## src/rtl/lfpd_pkg.sv

```systemverilog
// ----------------------------------------------------------------------------
// lfpd_pkg
// Shared widths, constants, register set and datapath operations of the
// line follower PID drive.
// ----------------------------------------------------------------------------
package lfpd_pkg;

   localparam int MAX_SENSORS = 8;
   localparam int FRAC_BITS   = 12;
   localparam int ONE         = 1 << FRAC_BITS;
   localparam int LINE_THRESH = ONE / 100;
   localparam int TURN        = (ONE * 35 + 50) / 100;

   // field widths
   localparam int SENSOR_W = 13;
   localparam int SPD_W    = 14;
   localparam int POS_W    = 16;
   localparam int CFG_W    = 15;
   localparam int IDX_W    = 3;

   // internal widths
   localparam int SEEN_W  = 4;
   localparam int CTR_W   = 3;
   localparam int VAL_W   = 14;
   localparam int VSUM_W  = 17;
   localparam int IWS_W   = 19;
   localparam int W_W     = 22;
   localparam int DVD_W   = 32;
   localparam int REM_W   = 18;
   localparam int CNT_W   = $clog2(DVD_W);
   localparam int INTEG_W = 17;
   localparam int DER_W   = 24;
   localparam int MA_W    = 16;
   localparam int MB_W    = 25;
   localparam int PROD_W  = 42;
   localparam int ACC_W   = 44;
   localparam int CORR_W  = 15;
   localparam int FWD_W   = 17;

   // reciprocal of 20: x / 20 == (x * RECIP_20) >> RECIP_SHIFT for x < 2^16
   localparam int RECIP_20    = 52429;
   localparam int RECIP_SHIFT = 20;

   // register indexes
   localparam logic [IDX_W-1:0] REG_GAIN_P         = 3'd0;
   localparam logic [IDX_W-1:0] REG_GAIN_I         = 3'd1;
   localparam logic [IDX_W-1:0] REG_GAIN_D         = 3'd2;
   localparam logic [IDX_W-1:0] REG_BASE_SPEED     = 3'd3;
   localparam logic [IDX_W-1:0] REG_MAX_SPEED      = 3'd4;
   localparam logic [IDX_W-1:0] REG_MAX_CORRECTION = 3'd5;
   localparam logic [IDX_W-1:0] REG_INTEGRAL_LIMIT = 3'd6;
   localparam logic [IDX_W-1:0] REG_SEARCH_SPEED   = 3'd7;

   typedef struct packed {
      logic [14:0] gain_p;
      logic [14:0] gain_i;
      logic [14:0] gain_d;
      logic [12:0] base_speed;
      logic [12:0] max_speed;
      logic [13:0] max_correction;
      logic [14:0] integral_limit;
      logic [12:0] search_speed;
   } cfg_type;

   typedef enum logic [3:0] {
      OP_NONE,
      OP_ACCUM,
      OP_CENTRE,
      OP_DIV_INIT,
      OP_DIV_STEP,
      OP_POSITION,
      OP_INT_MUL,
      OP_INTEG,
      OP_DERIV,
      OP_MUL_P,
      OP_MUL_I,
      OP_MUL_D,
      OP_SUM,
      OP_CORR,
      OP_RESULT,
      OP_EMPTY
   } op_type;

   typedef struct packed {
      op_type op;
   } cmd_type;

endpackage

```

## src/rtl/lfpd_req_if.sv

```systemverilog
// ----------------------------------------------------------------------------
// lfpd_req_if
// Sensor reading channel: valid/ready with one reading per word.
// ----------------------------------------------------------------------------
interface lfpd_req_if
   import lfpd_pkg::*;
   ();
   logic                valid;
   logic                ready;
   logic [SENSOR_W-1:0] sensor_value;
   logic                last_in_frame;
   logic                empty_frame;

   modport source (output valid, sensor_value, last_in_frame, empty_frame, input ready);
   modport sink   (input valid, sensor_value, last_in_frame, empty_frame, output ready);
endinterface

```

## src/rtl/lfpd_rsp_if.sv

```systemverilog
// ----------------------------------------------------------------------------
// lfpd_rsp_if
// Drive command channel: valid/ready with one command per word.
// ----------------------------------------------------------------------------
interface lfpd_rsp_if
   import lfpd_pkg::*;
   ();
   logic                    valid;
   logic                    ready;
   logic signed [SPD_W-1:0] left_speed;
   logic signed [SPD_W-1:0] right_speed;
   logic                    line_found;
   logic signed [POS_W-1:0] line_position;

   modport source (output valid, left_speed, right_speed, line_found, line_position,
                   input ready);
   modport sink   (input valid, left_speed, right_speed, line_found, line_position,
                   output ready);
endinterface

```

## src/rtl/lfpd_csr.sv

```systemverilog
// ----------------------------------------------------------------------------
// lfpd_csr
// Configuration register file: gains, speeds and limits.
// ----------------------------------------------------------------------------
module lfpd_csr
   import lfpd_pkg::*;
(
   input  logic             clock,
   input  logic             reset,
   input  logic             csr_write_enable,
   input  logic [IDX_W-1:0] csr_index,
   input  logic [CFG_W-1:0] csr_write_data,
   output cfg_type          cfg
);

   cfg_type regs_ff;
   cfg_type regs_in;

   // register write decode, truncated to each register's width
   always_comb begin
      regs_in = regs_ff;
      if (csr_write_enable) begin
         case (csr_index)
            REG_GAIN_P:         regs_in.gain_p         = csr_write_data;
            REG_GAIN_I:         regs_in.gain_i         = csr_write_data;
            REG_GAIN_D:         regs_in.gain_d         = csr_write_data;
            REG_BASE_SPEED:     regs_in.base_speed     = csr_write_data[12:0];
            REG_MAX_SPEED:      regs_in.max_speed      = csr_write_data[12:0];
            REG_MAX_CORRECTION: regs_in.max_correction = csr_write_data[13:0];
            REG_INTEGRAL_LIMIT: regs_in.integral_limit = csr_write_data;
            REG_SEARCH_SPEED:   regs_in.search_speed   = csr_write_data[12:0];
            default:            regs_in = regs_ff;
         endcase
      end
   end

   always_ff @(posedge clock) begin
      if (reset) begin
         regs_ff.gain_p         <= 15'd3686;
         regs_ff.gain_i         <= 15'd205;
         regs_ff.gain_d         <= 15'd737;
         regs_ff.base_speed     <= 13'd3277;
         regs_ff.max_speed      <= 13'd4096;
         regs_ff.max_correction <= 14'd3482;
         regs_ff.integral_limit <= 15'd8192;
         regs_ff.search_speed   <= 13'd2253;
      end else begin
         regs_ff <= regs_in;
      end
   end

   assign cfg = regs_ff;

endmodule

```

## src/rtl/lfpd_ctrl.sv

```systemverilog
// ----------------------------------------------------------------------------
// lfpd_ctrl
// Sequencer: accepts readings, steps the datapath through centroid division
// and PID, and owns the result word's valid flag.
// ----------------------------------------------------------------------------
module lfpd_ctrl
   import lfpd_pkg::*;
(
   input  logic    clock,
   input  logic    reset,
   input  logic    req_valid,
   input  logic    req_last_in_frame,
   input  logic    req_empty_frame,
   output logic    req_ready,
   output logic    rsp_valid,
   input  logic    rsp_ready,
   output cmd_type cmd
);

   typedef enum logic [3:0] {
      S_IDLE, S_CENTRE, S_DIV_INIT, S_DIV, S_POS, S_INT_MUL, S_INTEG, S_DERIV,
      S_MUL_P, S_MUL_I, S_MUL_D, S_SUM, S_CORR, S_RESULT, S_EMPTY
   } state_type;

   state_type        state_ff;
   logic [CNT_W-1:0] cnt_ff;
   logic             rsp_valid_ff;
   logic             accept;
   logic             out_free;

   assign req_ready = (state_ff == S_IDLE);
   assign accept    = req_valid && req_ready;
   assign out_free  = !rsp_valid_ff || rsp_ready;
   assign rsp_valid = rsp_valid_ff;

   // command per state
   always_comb begin
      cmd.op = OP_NONE;
      case (state_ff)
         S_IDLE:     cmd.op = (accept && !req_empty_frame) ? OP_ACCUM : OP_NONE;
         S_CENTRE:   cmd.op = OP_CENTRE;
         S_DIV_INIT: cmd.op = OP_DIV_INIT;
         S_DIV:      cmd.op = OP_DIV_STEP;
         S_POS:      cmd.op = OP_POSITION;
         S_INT_MUL:  cmd.op = OP_INT_MUL;
         S_INTEG:    cmd.op = OP_INTEG;
         S_DERIV:    cmd.op = OP_DERIV;
         S_MUL_P:    cmd.op = OP_MUL_P;
         S_MUL_I:    cmd.op = OP_MUL_I;
         S_MUL_D:    cmd.op = OP_MUL_D;
         S_SUM:      cmd.op = OP_SUM;
         S_CORR:     cmd.op = OP_CORR;
         S_RESULT:   cmd.op = out_free ? OP_RESULT : OP_NONE;
         S_EMPTY:    cmd.op = out_free ? OP_EMPTY : OP_NONE;
         default:    cmd.op = OP_NONE;
      endcase
   end

   // state, step counter and result valid
   always_ff @(posedge clock) begin
      if (reset) begin
         state_ff     <= S_IDLE;
         cnt_ff       <= '0;
         rsp_valid_ff <= 1'b0;
      end else begin
         // load a new word, or drop the one just taken
         if ((state_ff == S_RESULT || state_ff == S_EMPTY) && out_free)
            rsp_valid_ff <= 1'b1;
         else if (rsp_ready)
            rsp_valid_ff <= 1'b0;
         case (state_ff)
            S_IDLE: begin
               if (accept) begin
                  if (req_empty_frame)        state_ff <= S_EMPTY;
                  else if (req_last_in_frame) state_ff <= S_CENTRE;
               end
            end
            S_CENTRE:   state_ff <= S_DIV_INIT;
            S_DIV_INIT: begin
               cnt_ff   <= '0;
               state_ff <= S_DIV;
            end
            S_DIV: begin
               if (cnt_ff == CNT_W'(DVD_W - 1)) begin
                  cnt_ff   <= '0;
                  state_ff <= S_POS;
               end else begin
                  cnt_ff <= cnt_ff + 1'b1;
               end
            end
            S_POS:     state_ff <= S_INT_MUL;
            S_INT_MUL: state_ff <= S_INTEG;
            S_INTEG:   state_ff <= S_DERIV;
            S_DERIV:   state_ff <= S_MUL_P;
            S_MUL_P:   state_ff <= S_MUL_I;
            S_MUL_I:   state_ff <= S_MUL_D;
            S_MUL_D:   state_ff <= S_SUM;
            S_SUM:     state_ff <= S_CORR;
            S_CORR:    state_ff <= S_RESULT;
            S_RESULT, S_EMPTY: begin
               if (out_free) state_ff <= S_IDLE;
            end
            default: state_ff <= S_IDLE;
         endcase
      end
   end

   // an empty frame goes straight to its stop command
   a_empty_next: assert property (@(posedge clock) disable iff (reset)
      (accept && req_empty_frame) |=> (state_ff == S_EMPTY))
      else $error("empty frame did not lead to stop command");

   // divider step count only runs during division
   a_cnt_div: assert property (@(posedge clock) disable iff (reset)
      (cnt_ff != '0) |-> (state_ff == S_DIV))
      else $error("step counter active outside division");

   // a new result word only comes from a result or stop state
   a_rsp_src: assert property (@(posedge clock) disable iff (reset)
      $rose(rsp_valid_ff) |-> ($past(state_ff) == S_RESULT || $past(state_ff) == S_EMPTY))
      else $error("result word raised from wrong state");

   // a pending word is never overwritten
   a_no_overwrite: assert property (@(posedge clock) disable iff (reset)
      (rsp_valid_ff && !rsp_ready) |-> (cmd.op != OP_RESULT && cmd.op != OP_EMPTY))
      else $error("result loaded over pending word");

endmodule

```

## src/rtl/lfpd_dp.sv

```systemverilog
// ----------------------------------------------------------------------------
// lfpd_dp
// Datapath: frame sums, restoring divider, shared multiplier, PID state and
// the result word register.
// ----------------------------------------------------------------------------
module lfpd_dp
   import lfpd_pkg::*;
(
   input  logic                    clock,
   input  logic                    reset,
   input  cmd_type                 cmd,
   input  cfg_type                 cfg,
   input  logic [SENSOR_W-1:0]     sensor_value,
   output logic signed [SPD_W-1:0] left_speed,
   output logic signed [SPD_W-1:0] right_speed,
   output logic                    line_found,
   output logic signed [POS_W-1:0] line_position
);

   // frame and PID state
   logic signed [VSUM_W-1:0]  vsum_ff, vsum_in;
   logic signed [IWS_W-1:0]   iws_ff, iws_in;
   logic [SEEN_W-1:0]         seen_ff, seen_in;
   logic signed [INTEG_W-1:0] integ_ff, integ_in;
   logic signed [POS_W-1:0]   perr_ff, perr_in;
   logic signed [DER_W-1:0]   pder_ff, pder_in;
   // working registers
   logic signed [W_W-1:0]     w_ff, w_in;
   logic                      det_ff, det_in;
   logic                      neg_ff, neg_in;
   logic [DVD_W-1:0]          dvd_ff, dvd_in;
   logic [REM_W-1:0]          rem_ff, rem_in;
   logic signed [POS_W-1:0]   pos_ff, pos_in;
   logic signed [DER_W-1:0]   der_ff, der_in;
   logic signed [PROD_W-1:0]  prod_ff, prod_in;
   logic signed [ACC_W-1:0]   acc_ff, acc_in;
   logic signed [CORR_W-1:0]  corr_ff, corr_in;
   // result word
   logic signed [SPD_W-1:0]   left_ff, left_in;
   logic signed [SPD_W-1:0]   right_ff, right_in;
   logic                      odet_ff, odet_in;
   logic signed [POS_W-1:0]   opos_ff, opos_in;

   // scratch
   logic signed [VAL_W-1:0]   v;
   logic [CTR_W-1:0]          centre;
   logic [W_W-1:0]            wmag;
   logic [REM_W-1:0]          trial;
   logic [REM_W-1:0]          divisor;
   logic [MA_W-1:0]           mul_a;
   logic signed [MB_W-1:0]    mul_b;
   logic [POS_W:0]            pmag;
   logic signed [INTEG_W:0]   e20;
   logic signed [INTEG_W:0]   isum;
   logic signed [INTEG_W:0]   ilim;
   logic signed [POS_W:0]     ediff;
   logic signed [DER_W-2:0]   raw;
   logic signed [DER_W:0]     dsum;
   logic signed [ACC_W-1:0]   tacc;
   logic signed [ACC_W-FRAC_BITS-1:0] cq;
   logic signed [ACC_W-FRAC_BITS-1:0] cmax;
   logic signed [FWD_W-1:0]   fwd;
   logic signed [FWD_W-1:0]   lsum;
   logic signed [FWD_W-1:0]   rsum;
   logic signed [FWD_W-1:0]   vmax;

   // shared multiplier, one product per cycle, registered in prod_ff
   always_comb begin
      mul_a = '0;
      mul_b = '0;
      pmag  = pos_ff[POS_W-1] ? (POS_W+1)'(-$signed({pos_ff[POS_W-1], pos_ff}))
                              : (POS_W+1)'(pos_ff);
      case (cmd.op)
         OP_INT_MUL: begin
            mul_a = MA_W'(RECIP_20);
            mul_b = MB_W'({1'b0, pmag});
         end
         OP_MUL_P: begin
            mul_a = MA_W'(cfg.gain_p);
            mul_b = MB_W'(pos_ff);
         end
         OP_MUL_I: begin
            mul_a = MA_W'(cfg.gain_i);
            mul_b = MB_W'(integ_ff);
         end
         OP_MUL_D: begin
            mul_a = MA_W'(cfg.gain_d);
            mul_b = MB_W'(der_ff);
         end
         default: begin
            mul_a = '0;
            mul_b = '0;
         end
      endcase
   end

   // next-state logic per operation
   always_comb begin
      vsum_in  = vsum_ff;  iws_in   = iws_ff;  seen_in = seen_ff;
      integ_in = integ_ff; perr_in  = perr_ff; pder_in = pder_ff;
      w_in     = w_ff;     det_in   = det_ff;  neg_in  = neg_ff;
      dvd_in   = dvd_ff;   rem_in   = rem_ff;  pos_in  = pos_ff;
      der_in   = der_ff;   acc_in   = acc_ff;  corr_in = corr_ff;
      left_in  = left_ff;  right_in = right_ff;
      odet_in  = odet_ff;  opos_in  = opos_ff;
      prod_in  = PROD_W'($signed({1'b0, mul_a}) * mul_b);

      v       = $signed(VAL_W'(ONE) - {1'b0, sensor_value});
      centre  = CTR_W'((seen_ff - 1'b1) >> 1);
      wmag    = w_ff[W_W-1] ? W_W'(-w_ff) : W_W'(w_ff);
      divisor = REM_W'(vsum_ff[VSUM_W-1:0]);
      trial   = {rem_ff[REM_W-2:0], dvd_ff[DVD_W-1]};
      e20     = pos_ff[POS_W-1] ? -$signed((INTEG_W+1)'(prod_ff >>> RECIP_SHIFT))
                                :  $signed((INTEG_W+1)'(prod_ff >>> RECIP_SHIFT));
      isum    = (INTEG_W+1)'(integ_ff) + e20;
      ilim    = $signed((INTEG_W+1)'(cfg.integral_limit));
      ediff   = (POS_W+1)'(pos_ff) - (POS_W+1)'(perr_ff);
      raw     = ((DER_W-1)'(ediff) <<< 4) + ((DER_W-1)'(ediff) <<< 2);
      dsum    = (DER_W+1)'(raw) + (DER_W+1)'(pder_ff);
      tacc    = acc_ff[ACC_W-1] ? acc_ff + ACC_W'(ONE - 1) : acc_ff;
      cq      = (ACC_W-FRAC_BITS)'(tacc >>> FRAC_BITS);
      cmax    = $signed((ACC_W-FRAC_BITS)'(cfg.max_correction));
      fwd     = det_ff ? $signed(FWD_W'(cfg.base_speed)) : $signed(FWD_W'(cfg.search_speed));
      lsum    = fwd - FWD_W'(corr_ff);
      rsum    = fwd + FWD_W'(corr_ff);
      vmax    = $signed(FWD_W'(cfg.max_speed));

      case (cmd.op)
         OP_ACCUM: begin
            // readings past the sensor count are dropped
            if (seen_ff < SEEN_W'(MAX_SENSORS)) begin
               vsum_in = vsum_ff + VSUM_W'(v);
               iws_in  = iws_ff + IWS_W'($signed({1'b0, seen_ff}) * v);
               seen_in = seen_ff + 1'b1;
            end
         end
         OP_CENTRE: begin
            w_in   = W_W'(iws_ff) - W_W'($signed({1'b0, centre}) * vsum_ff);
            det_in = vsum_ff > $signed(VSUM_W'(LINE_THRESH));
         end
         OP_DIV_INIT: begin
            neg_in = w_ff[W_W-1];
            dvd_in = DVD_W'(wmag) << FRAC_BITS;
            rem_in = '0;
         end
         OP_DIV_STEP: begin
            // restoring step, quotient bits shift into dvd_ff
            if (trial >= divisor) begin
               rem_in = trial - divisor;
               dvd_in = {dvd_ff[DVD_W-2:0], 1'b1};
            end else begin
               rem_in = trial;
               dvd_in = {dvd_ff[DVD_W-2:0], 1'b0};
            end
         end
         OP_POSITION: begin
            if (!det_ff)
               pos_in = '0;
            else if (neg_ff)
               pos_in = (dvd_ff > DVD_W'(32768)) ? $signed(POS_W'(32768))
                                                 : $signed(POS_W'(DVD_W'(0) - dvd_ff));
            else
               pos_in = (dvd_ff > DVD_W'(32767)) ? $signed(POS_W'(32767))
                                                 : $signed(POS_W'(dvd_ff));
         end
         OP_INTEG: begin
            // anti-windup clamp
            if (isum > ilim)       integ_in = INTEG_W'(ilim);
            else if (isum < -ilim) integ_in = INTEG_W'(-ilim);
            else                   integ_in = INTEG_W'(isum);
         end
         OP_DERIV: begin
            // half of raw plus previous, truncated toward zero
            der_in = DER_W'((dsum + (DER_W+1)'(dsum[DER_W])) >>> 1);
         end
         OP_MUL_I: acc_in = ACC_W'(prod_ff);
         OP_MUL_D: acc_in = acc_ff + ACC_W'(prod_ff);
         OP_SUM:   acc_in = acc_ff + ACC_W'(prod_ff);
         OP_CORR: begin
            if (!det_ff)
               corr_in = perr_ff[POS_W-1] ? $signed(-CORR_W'(TURN)) : $signed(CORR_W'(TURN));
            else if (cq > cmax)
               corr_in = CORR_W'(cmax);
            else if (cq < -cmax)
               corr_in = CORR_W'(-cmax);
            else
               corr_in = CORR_W'(cq);
         end
         OP_RESULT: begin
            if (lsum > vmax)       left_in = SPD_W'(vmax);
            else if (lsum < -vmax) left_in = SPD_W'(-vmax);
            else                   left_in = SPD_W'(lsum);
            if (rsum > vmax)       right_in = SPD_W'(vmax);
            else if (rsum < -vmax) right_in = SPD_W'(-vmax);
            else                   right_in = SPD_W'(rsum);
            odet_in = det_ff;
            opos_in = pos_ff;
            perr_in = pos_ff;
            pder_in = der_ff;
            vsum_in = '0;
            iws_in  = '0;
            seen_in = '0;
         end
         OP_EMPTY: begin
            left_in  = '0;
            right_in = '0;
            odet_in  = 1'b0;
            opos_in  = '0;
         end
         default: begin
            vsum_in = vsum_ff;
         end
      endcase
   end

   always_ff @(posedge clock) begin
      if (reset) begin
         vsum_ff  <= '0;
         iws_ff   <= '0;
         seen_ff  <= '0;
         integ_ff <= '0;
         perr_ff  <= '0;
         pder_ff  <= '0;
      end else begin
         vsum_ff  <= vsum_in;
         iws_ff   <= iws_in;
         seen_ff  <= seen_in;
         integ_ff <= integ_in;
         perr_ff  <= perr_in;
         pder_ff  <= pder_in;
      end
   end

   // working and result registers, no reset needed
   always_ff @(posedge clock) begin
      w_ff     <= w_in;
      det_ff   <= det_in;
      neg_ff   <= neg_in;
      dvd_ff   <= dvd_in;
      rem_ff   <= rem_in;
      pos_ff   <= pos_in;
      der_ff   <= der_in;
      prod_ff  <= prod_in;
      acc_ff   <= acc_in;
      corr_ff  <= corr_in;
      left_ff  <= left_in;
      right_ff <= right_in;
      odet_ff  <= odet_in;
      opos_ff  <= opos_in;
   end

   assign left_speed    = left_ff;
   assign right_speed   = right_ff;
   assign line_found    = odet_ff;
   assign line_position = opos_ff;

endmodule

```

## src/rtl/line_follow_pid_drive.sv

```systemverilog
// ----------------------------------------------------------------------------
// line_follow_pid_drive
// Line follower: centroid of line-sensor readings, PID, differential drive.
// ----------------------------------------------------------------------------
// Usage:
//   req_ch carries one sensor reading per word; last_in_frame closes a frame,
//   empty_frame asks for a stop command and leaves all state untouched.
//   rsp_ch carries one drive command per closed or empty frame.
//   csr_* writes the gain, speed and limit registers; write only while idle.
// Sequence:
//   A reading that does not close a frame only adds to the frame sums.
//   A closing reading goes through the one-bit-per-cycle centroid divider,
//   then single steps of the shared 16x25 multiplier and the PID
//   arithmetic before its command is loaded.
//   An empty frame goes to the stop state, which loads its command once the output register is free.
//   req_ch.ready is high only while the sequencer is idle.
// Reset:
//   Synchronous; clears the frame sums and PID state and loads register
//   defaults. No result is pending afterwards.
// Stall:
//   A command waits in the output register; a following reading is still
//   taken, and the next command holds in its final step until rsp_ch.ready.
// ----------------------------------------------------------------------------
module line_follow_pid_drive
   import lfpd_pkg::*;
(
   input  logic             clock,
   input  logic             reset,
   lfpd_req_if.sink         req_ch,
   lfpd_rsp_if.source       rsp_ch,
   input  logic             csr_write_enable,
   input  logic [IDX_W-1:0] csr_index,
   input  logic [CFG_W-1:0] csr_write_data
);

   cfg_type cfg;
   cmd_type cmd;

   lfpd_csr u_csr (
      .clock            (clock),
      .reset            (reset),
      .csr_write_enable (csr_write_enable),
      .csr_index        (csr_index),
      .csr_write_data   (csr_write_data),
      .cfg              (cfg)
   );

   lfpd_ctrl u_ctrl (
      .clock             (clock),
      .reset             (reset),
      .req_valid         (req_ch.valid),
      .req_last_in_frame (req_ch.last_in_frame),
      .req_empty_frame   (req_ch.empty_frame),
      .req_ready         (req_ch.ready),
      .rsp_valid         (rsp_ch.valid),
      .rsp_ready         (rsp_ch.ready),
      .cmd               (cmd)
   );

   lfpd_dp u_dp (
      .clock         (clock),
      .reset         (reset),
      .cmd           (cmd),
      .cfg           (cfg),
      .sensor_value  (req_ch.sensor_value),
      .left_speed    (rsp_ch.left_speed),
      .right_speed   (rsp_ch.right_speed),
      .line_found    (rsp_ch.line_found),
      .line_position (rsp_ch.line_position)
   );

endmodule

```

## src/flat_wrapper.sv

```systemverilog
// flat-port wrapper written by rule: the top's interface ports become plain ports
module line_follow_pid_drive_flat import lfpd_pkg::*;
  (clock, reset, csr_write_enable, csr_index, csr_write_data, req_ch_valid, req_ch_sensor_value, req_ch_last_in_frame, req_ch_empty_frame, req_ch_ready, rsp_ch_valid, rsp_ch_left_speed, rsp_ch_right_speed, rsp_ch_line_found, rsp_ch_line_position, rsp_ch_ready);
  lfpd_req_if req_ch_i ();
  lfpd_rsp_if rsp_ch_i ();
  input  logic clock;
  input  logic reset;
  input  logic csr_write_enable;
  input  logic [IDX_W-1:0] csr_index;
  input  logic [CFG_W-1:0] csr_write_data;
  input wire logic [$bits(req_ch_i.valid)-1:0] req_ch_valid;
  input wire logic [$bits(req_ch_i.sensor_value)-1:0] req_ch_sensor_value;
  input wire logic [$bits(req_ch_i.last_in_frame)-1:0] req_ch_last_in_frame;
  input wire logic [$bits(req_ch_i.empty_frame)-1:0] req_ch_empty_frame;
  output wire logic [$bits(req_ch_i.ready)-1:0] req_ch_ready;
  output wire logic [$bits(rsp_ch_i.valid)-1:0] rsp_ch_valid;
  output wire logic [$bits(rsp_ch_i.left_speed)-1:0] rsp_ch_left_speed;
  output wire logic [$bits(rsp_ch_i.right_speed)-1:0] rsp_ch_right_speed;
  output wire logic [$bits(rsp_ch_i.line_found)-1:0] rsp_ch_line_found;
  output wire logic [$bits(rsp_ch_i.line_position)-1:0] rsp_ch_line_position;
  input wire logic [$bits(rsp_ch_i.ready)-1:0] rsp_ch_ready;
  assign req_ch_i.valid = req_ch_valid;
  assign req_ch_i.sensor_value = req_ch_sensor_value;
  assign req_ch_i.last_in_frame = req_ch_last_in_frame;
  assign req_ch_i.empty_frame = req_ch_empty_frame;
  assign req_ch_ready = req_ch_i.ready;
  assign rsp_ch_valid = rsp_ch_i.valid;
  assign rsp_ch_left_speed = rsp_ch_i.left_speed;
  assign rsp_ch_right_speed = rsp_ch_i.right_speed;
  assign rsp_ch_line_found = rsp_ch_i.line_found;
  assign rsp_ch_line_position = rsp_ch_i.line_position;
  assign rsp_ch_i.ready = rsp_ch_ready;
  line_follow_pid_drive u_core (.clock(clock), .reset(reset), .req_ch(req_ch_i), .rsp_ch(rsp_ch_i), .csr_write_enable(csr_write_enable), .csr_index(csr_index), .csr_write_data(csr_write_data));
endmodule
```

## config.mk

```make
export PLATFORM = sky130hd
export DESIGN_NAME = line_follow_pid_drive_flat
export DESIGN_NICKNAME = d
export VERILOG_FILES = /design/src/rtl/lfpd_pkg.sv /design/src/rtl/lfpd_req_if.sv /design/src/rtl/lfpd_rsp_if.sv /design/src/rtl/lfpd_csr.sv /design/src/rtl/lfpd_ctrl.sv /design/src/rtl/lfpd_dp.sv /design/src/rtl/line_follow_pid_drive.sv /design/src/flat_wrapper.sv
export SDC_FILE = /design/constraint.sdc
export NUM_CORES = 2
export LEC_CHECK = 0
export BUFFER_PORTS_ARGS = -buffer_cell sky130_fd_sc_hd__buf_2
export CORE_ASPECT_RATIO = 0.9
export CORE_MARGIN = 2
export CORE_UTILIZATION = 55
export CTS_CLUSTER_DIAMETER = 150
export DETAILED_ROUTE_END_ITERATION = 12
export HOLD_SLACK_MARGIN = 0.03
export PLACE_DENSITY = 0.74
export SLEW_MARGIN = 20
export SYNTH_ARGS = -nofsm -noshare
export SYNTH_HDL_FRONTEND = slang
export SYNTH_SLANG_ARGS = --single-unit
```

## constraint.sdc

```tcl
create_clock -name clock -period 8.85 [get_ports clock]
set_input_delay 0.4425 -clock clock [delete_from_list [all_inputs] [get_ports clock]]
set_output_delay 0.4425 -clock clock [all_outputs]
set_load 0.1 [all_outputs]
```

==> results.md <==
* Outcome: finished, final reports clean
* Total CTS buffers at 55
* List of most frequent post-synthesis cells: nand2_1 (840), inv_1 (816), ha_1 (491), fa_1 (484), nor2_1 (420)
* Gpl congestion at 0.962
* Finished layout cell area at 56500 µm²
* Drt first pass iters at 8
* Worst setup EP type: register
* I/O pin cnt at 85
* Power density cells at 261 nW/µm²
* Top FF cell, synth: dfxtp_1
* Die area at 97500 µm²
* Critical Path Source: u_core.u_dp.pos_ff[2]$_SDFFCE_PN0N_
* Remaining global-route overflow at 0
* Final worst setup slack at 0.356 ns
* Top-area cell type share of the netlist area at 0.185
* Syn Inst Count at 6136
* Area occupied by multi-input gates at 36800 µm²
* Mean Syn Cell Area at 8.52 µm²
* IR Drop Worst-Case VDD at 0.000234 V
* WL per Instance at 19.2 µm
* Slew headroom at 0.243
* # fillers at 8273
* Most common cell in the netlist: nand2_1
* # H-tree levels at 2
* Sequential cell area at 11700 µm²
* Post-synth EDFFs at 216
* TritonCTS Sinks at 478
* Max cap viols at 0
* Root Buffer: clkbuf_16
* DR vias at 43.2k
* Cell accounting for the most synthesized area: fa_1
* Clock Skews at 0.0515 ns
* Hold_ws at 0.123 ns
* Placed inst area at 54400 µm²
* Period utilization at 0.960
* Slowest cell on the critical path: fa_1
* Final Core Density at 0.598
* Clock Latency Late Sink at 0.63 ns
* CP Launch Type: register
* Static leakage at 25.5 nW
* Max Slew Vio Count at 0
* Die W at 329 µm
* Max FO, Critical Path at 10
* Worst Tran Pin Value at 1.12 ns
* Global-route wire length before repair at 230000 µm
* Netlist Area Pre-Place at 52200 µm²
* Final Power at 14.7 mW
* Worst path max stage delay at 0.56 ns
* Pre-CTS WS at 0.138 ns
* Largest net degree at the start of global routing at 77
* Max clock buf depth at 3
* Cell mode on critical path: fa_1
* Sequential share of the synthesized area at 0.225
* Post-DRT Antenna Nets at 0
* Die height at 296 µm
* Share of layout cells above drive strength 1 at 0.0659
* DRC at 0
* DR vias/cell at 5.78
* Largest cells by area after synthesis: fa_1 (19%), edfxtp_1 (12%), ha_1 (12%), dfxtp_1 (10%), nand2_1 (6.0%)
* Final setup fails at 0
* Clk slew on worst S/H paths at 0.07 ns
* Detailed placer's ending HPWL at 114000 µm
* CTS tree: done
* Hold path start: csr_write_data[14]
* Hold WC Path Type: in2reg
* Yosys warns at 0
* Reg2reg start: u_core.u_dp.pos_ff[2]$_SDFFCE_PN0N_
* Area grow syn2layout at 8.11%
* Initial antenna violation count at 4
* Async SR Flop Fraction at 0
* Row cnt at 107
* Drt initial violations at 3673
* WP data required at 9.36 ns
* CP arrival at 9.01 ns
* Vias in the first global route at 42.9k
* Final net count at 7184
* FMAX at 118 MHz
* Post-synth cell types at 88
* IO buf count at 84
* Setup CP Type: reg2reg
* GRT Overall Usage at 0.296
* Core Region at 94400 µm²
* Yosys reg bits at 478
* Wirelength, routed at 143000 µm
* Initial Util at 0.554
* Min cycle time layout at 8.49 ns
* Hold Fails Final Rpt at 0
==> flip-flops by register name (all words and copies together) (netlist names), 14 cells and up <==
signal                     flops
u_core.u_csr.cfg             113
u_core.u_dp.acc_ff            44
u_core.u_dp.prod_ff           42
u_core.u_dp.dvd_ff            32
u_core.u_dp.der_ff            24
u_core.u_dp.pder_ff           24
u_core.u_dp.w_ff              21
u_core.u_dp.iws_ff            19
u_core.u_dp.integ_ff          17
u_core.u_dp.rem_ff            17
u_core.u_dp.vsum_ff           17
u_core.u_dp.line_position     16
u_core.u_dp.perr_ff           16
u_core.u_dp.pos_ff            16
u_core.u_dp.corr_ff           15
u_core.u_dp.left_speed        14
u_core.u_dp.right_speed       14
==> cell families after synthesis <==
kind of cell | share of synthesized area
mux | 0.0208
xor+xnor | 0.0578
compound gates | 0.139
other cells | 0.000144
simple gates | 0.178
flops | 0.225
buf+inv | 0.0762
fa+ha+maj | 0.303
==> repair_timing <==
action                     in CTS  in global routing
hold buffers                    0                  0
resized for setup               0                 10
setup buffers                   0                  6
setup endpoints to repair       0                 12
==> stage by stage <==
stage               cells  setup TNS [ns]
floorplan            6143               0
global placement     7361               0
detailed placement   7361               0
CTS                  7465               0
global route         7471         -0.0221
finish               7475               0
==> cells in the final DEF, fill, tap and decap left out, types with 20 or more instances in the layout <==
| cell | netlist | final |
|---|---|---|
| nor4_1 | 34 | 32 |
| xor2_1 | 121 | 121 |
| nand2b_1 | 87 | 87 |
| nor2b_1 | 93 | 93 |
| o21bai_1 | 20 | 20 |
| ha_1 | 491 | 491 |
| o21a_1 | 51 | 51 |
| or2_2 | 25 | 25 |
| nand4_1 | 47 | 47 |
| edfxtp_1 | 216 | 216 |
| buf_2 | 6 | 83 |
| o21ai_0 | 245 | 241 |
| fa_1 | 484 | 484 |
| a211oi_1 | 49 | 46 |
| o211ai_1 | 29 | 29 |
| or3_1 | 43 | 43 |
| inv_1 | 816 | 815 |
| a21o_1 | 103 | 103 |
| buf_4 | 0 | 116 |
| and2_1 | 109 | 109 |
| mux2i_1 | 75 | 74 |
| and3_1 | 31 | 30 |
| nor2_1 | 420 | 413 |
| mux2_2 | 30 | 30 |
| clkbuf_16 | 0 | 57 |
| xnor2_1 | 224 | 224 |
| nand3_1 | 129 | 128 |
| dfxtp_1 | 262 | 262 |
| nand2_1 | 840 | 838 |
| nor3_1 | 101 | 96 |
| a21oi_1 | 407 | 405 |
| o31ai_1 | 33 | 31 |
| a31oi_1 | 39 | 39 |
==> path summary, 6_finish.rpt <==
path,to,slack (ns),cells after the start
worst min register to register,u_core.u_csr.cfg[67]$_SDFFE_PP0P_,0.45,2
worst min-delay path,u_core.u_csr.cfg[112]$_SDFFE_PP0P_,0.12,3
worst max-delay path,u_core.u_dp.prod_ff[40]$_DFF_P_,0.36,30
worst max register to register,u_core.u_dp.prod_ff[40]$_DFF_P_,0.36,30
==> cell type report <==
class                      instances  share of cell area
clock buffer                      79              0.0285
inverter                         818              0.0544
multi-input combinational       4615               0.652
timing repair buffer             203              0.0240
clock inverter                    25             0.00589
sequential                       478               0.208
antenna                            4            0.000177
tap                             1253              0.0278
==> report_power, final <==
| group | total (mW) | switching (mW) | internal [mW] |
|---|---|---|---|
| Combinational | 8.90 | 5.28 | 3.62 |
| Sequential | 3.38 | 0.454 | 2.92 |
| Clock | 2.44 | 0.993 | 1.45 |
==> per-layer routing <==
metal | part of all wire | GRT usage | vias to the layer above
met5 | 0.00024 | 0 | -
met4 | 0.046 | 0.126 | 6
met3 | 0.072 | 0.0475 | 328
met2 | 0.46 | 0.487 | 1454
met1 | 0.42 | 0.389 | 20900
li1 | - | - | 20600
==> critical path: cells and delay by family (launching register included) <==
| kind | cells | cell delay [ns] |
|---|---|---|
| AO/OA/AOI/OAI | 10 | 2.17 |
| XOR/XNOR | 1 | 0.23 |
| adder cells (fa/ha/maj) | 7 | 3.45 |
| buffers and inverters | 5 | 0.44 |
| flip-flops | 1 | 0.43 |
| AND/OR/NAND/NOR | 7 | 1.63 |
(Power assumes the default switching activity.)
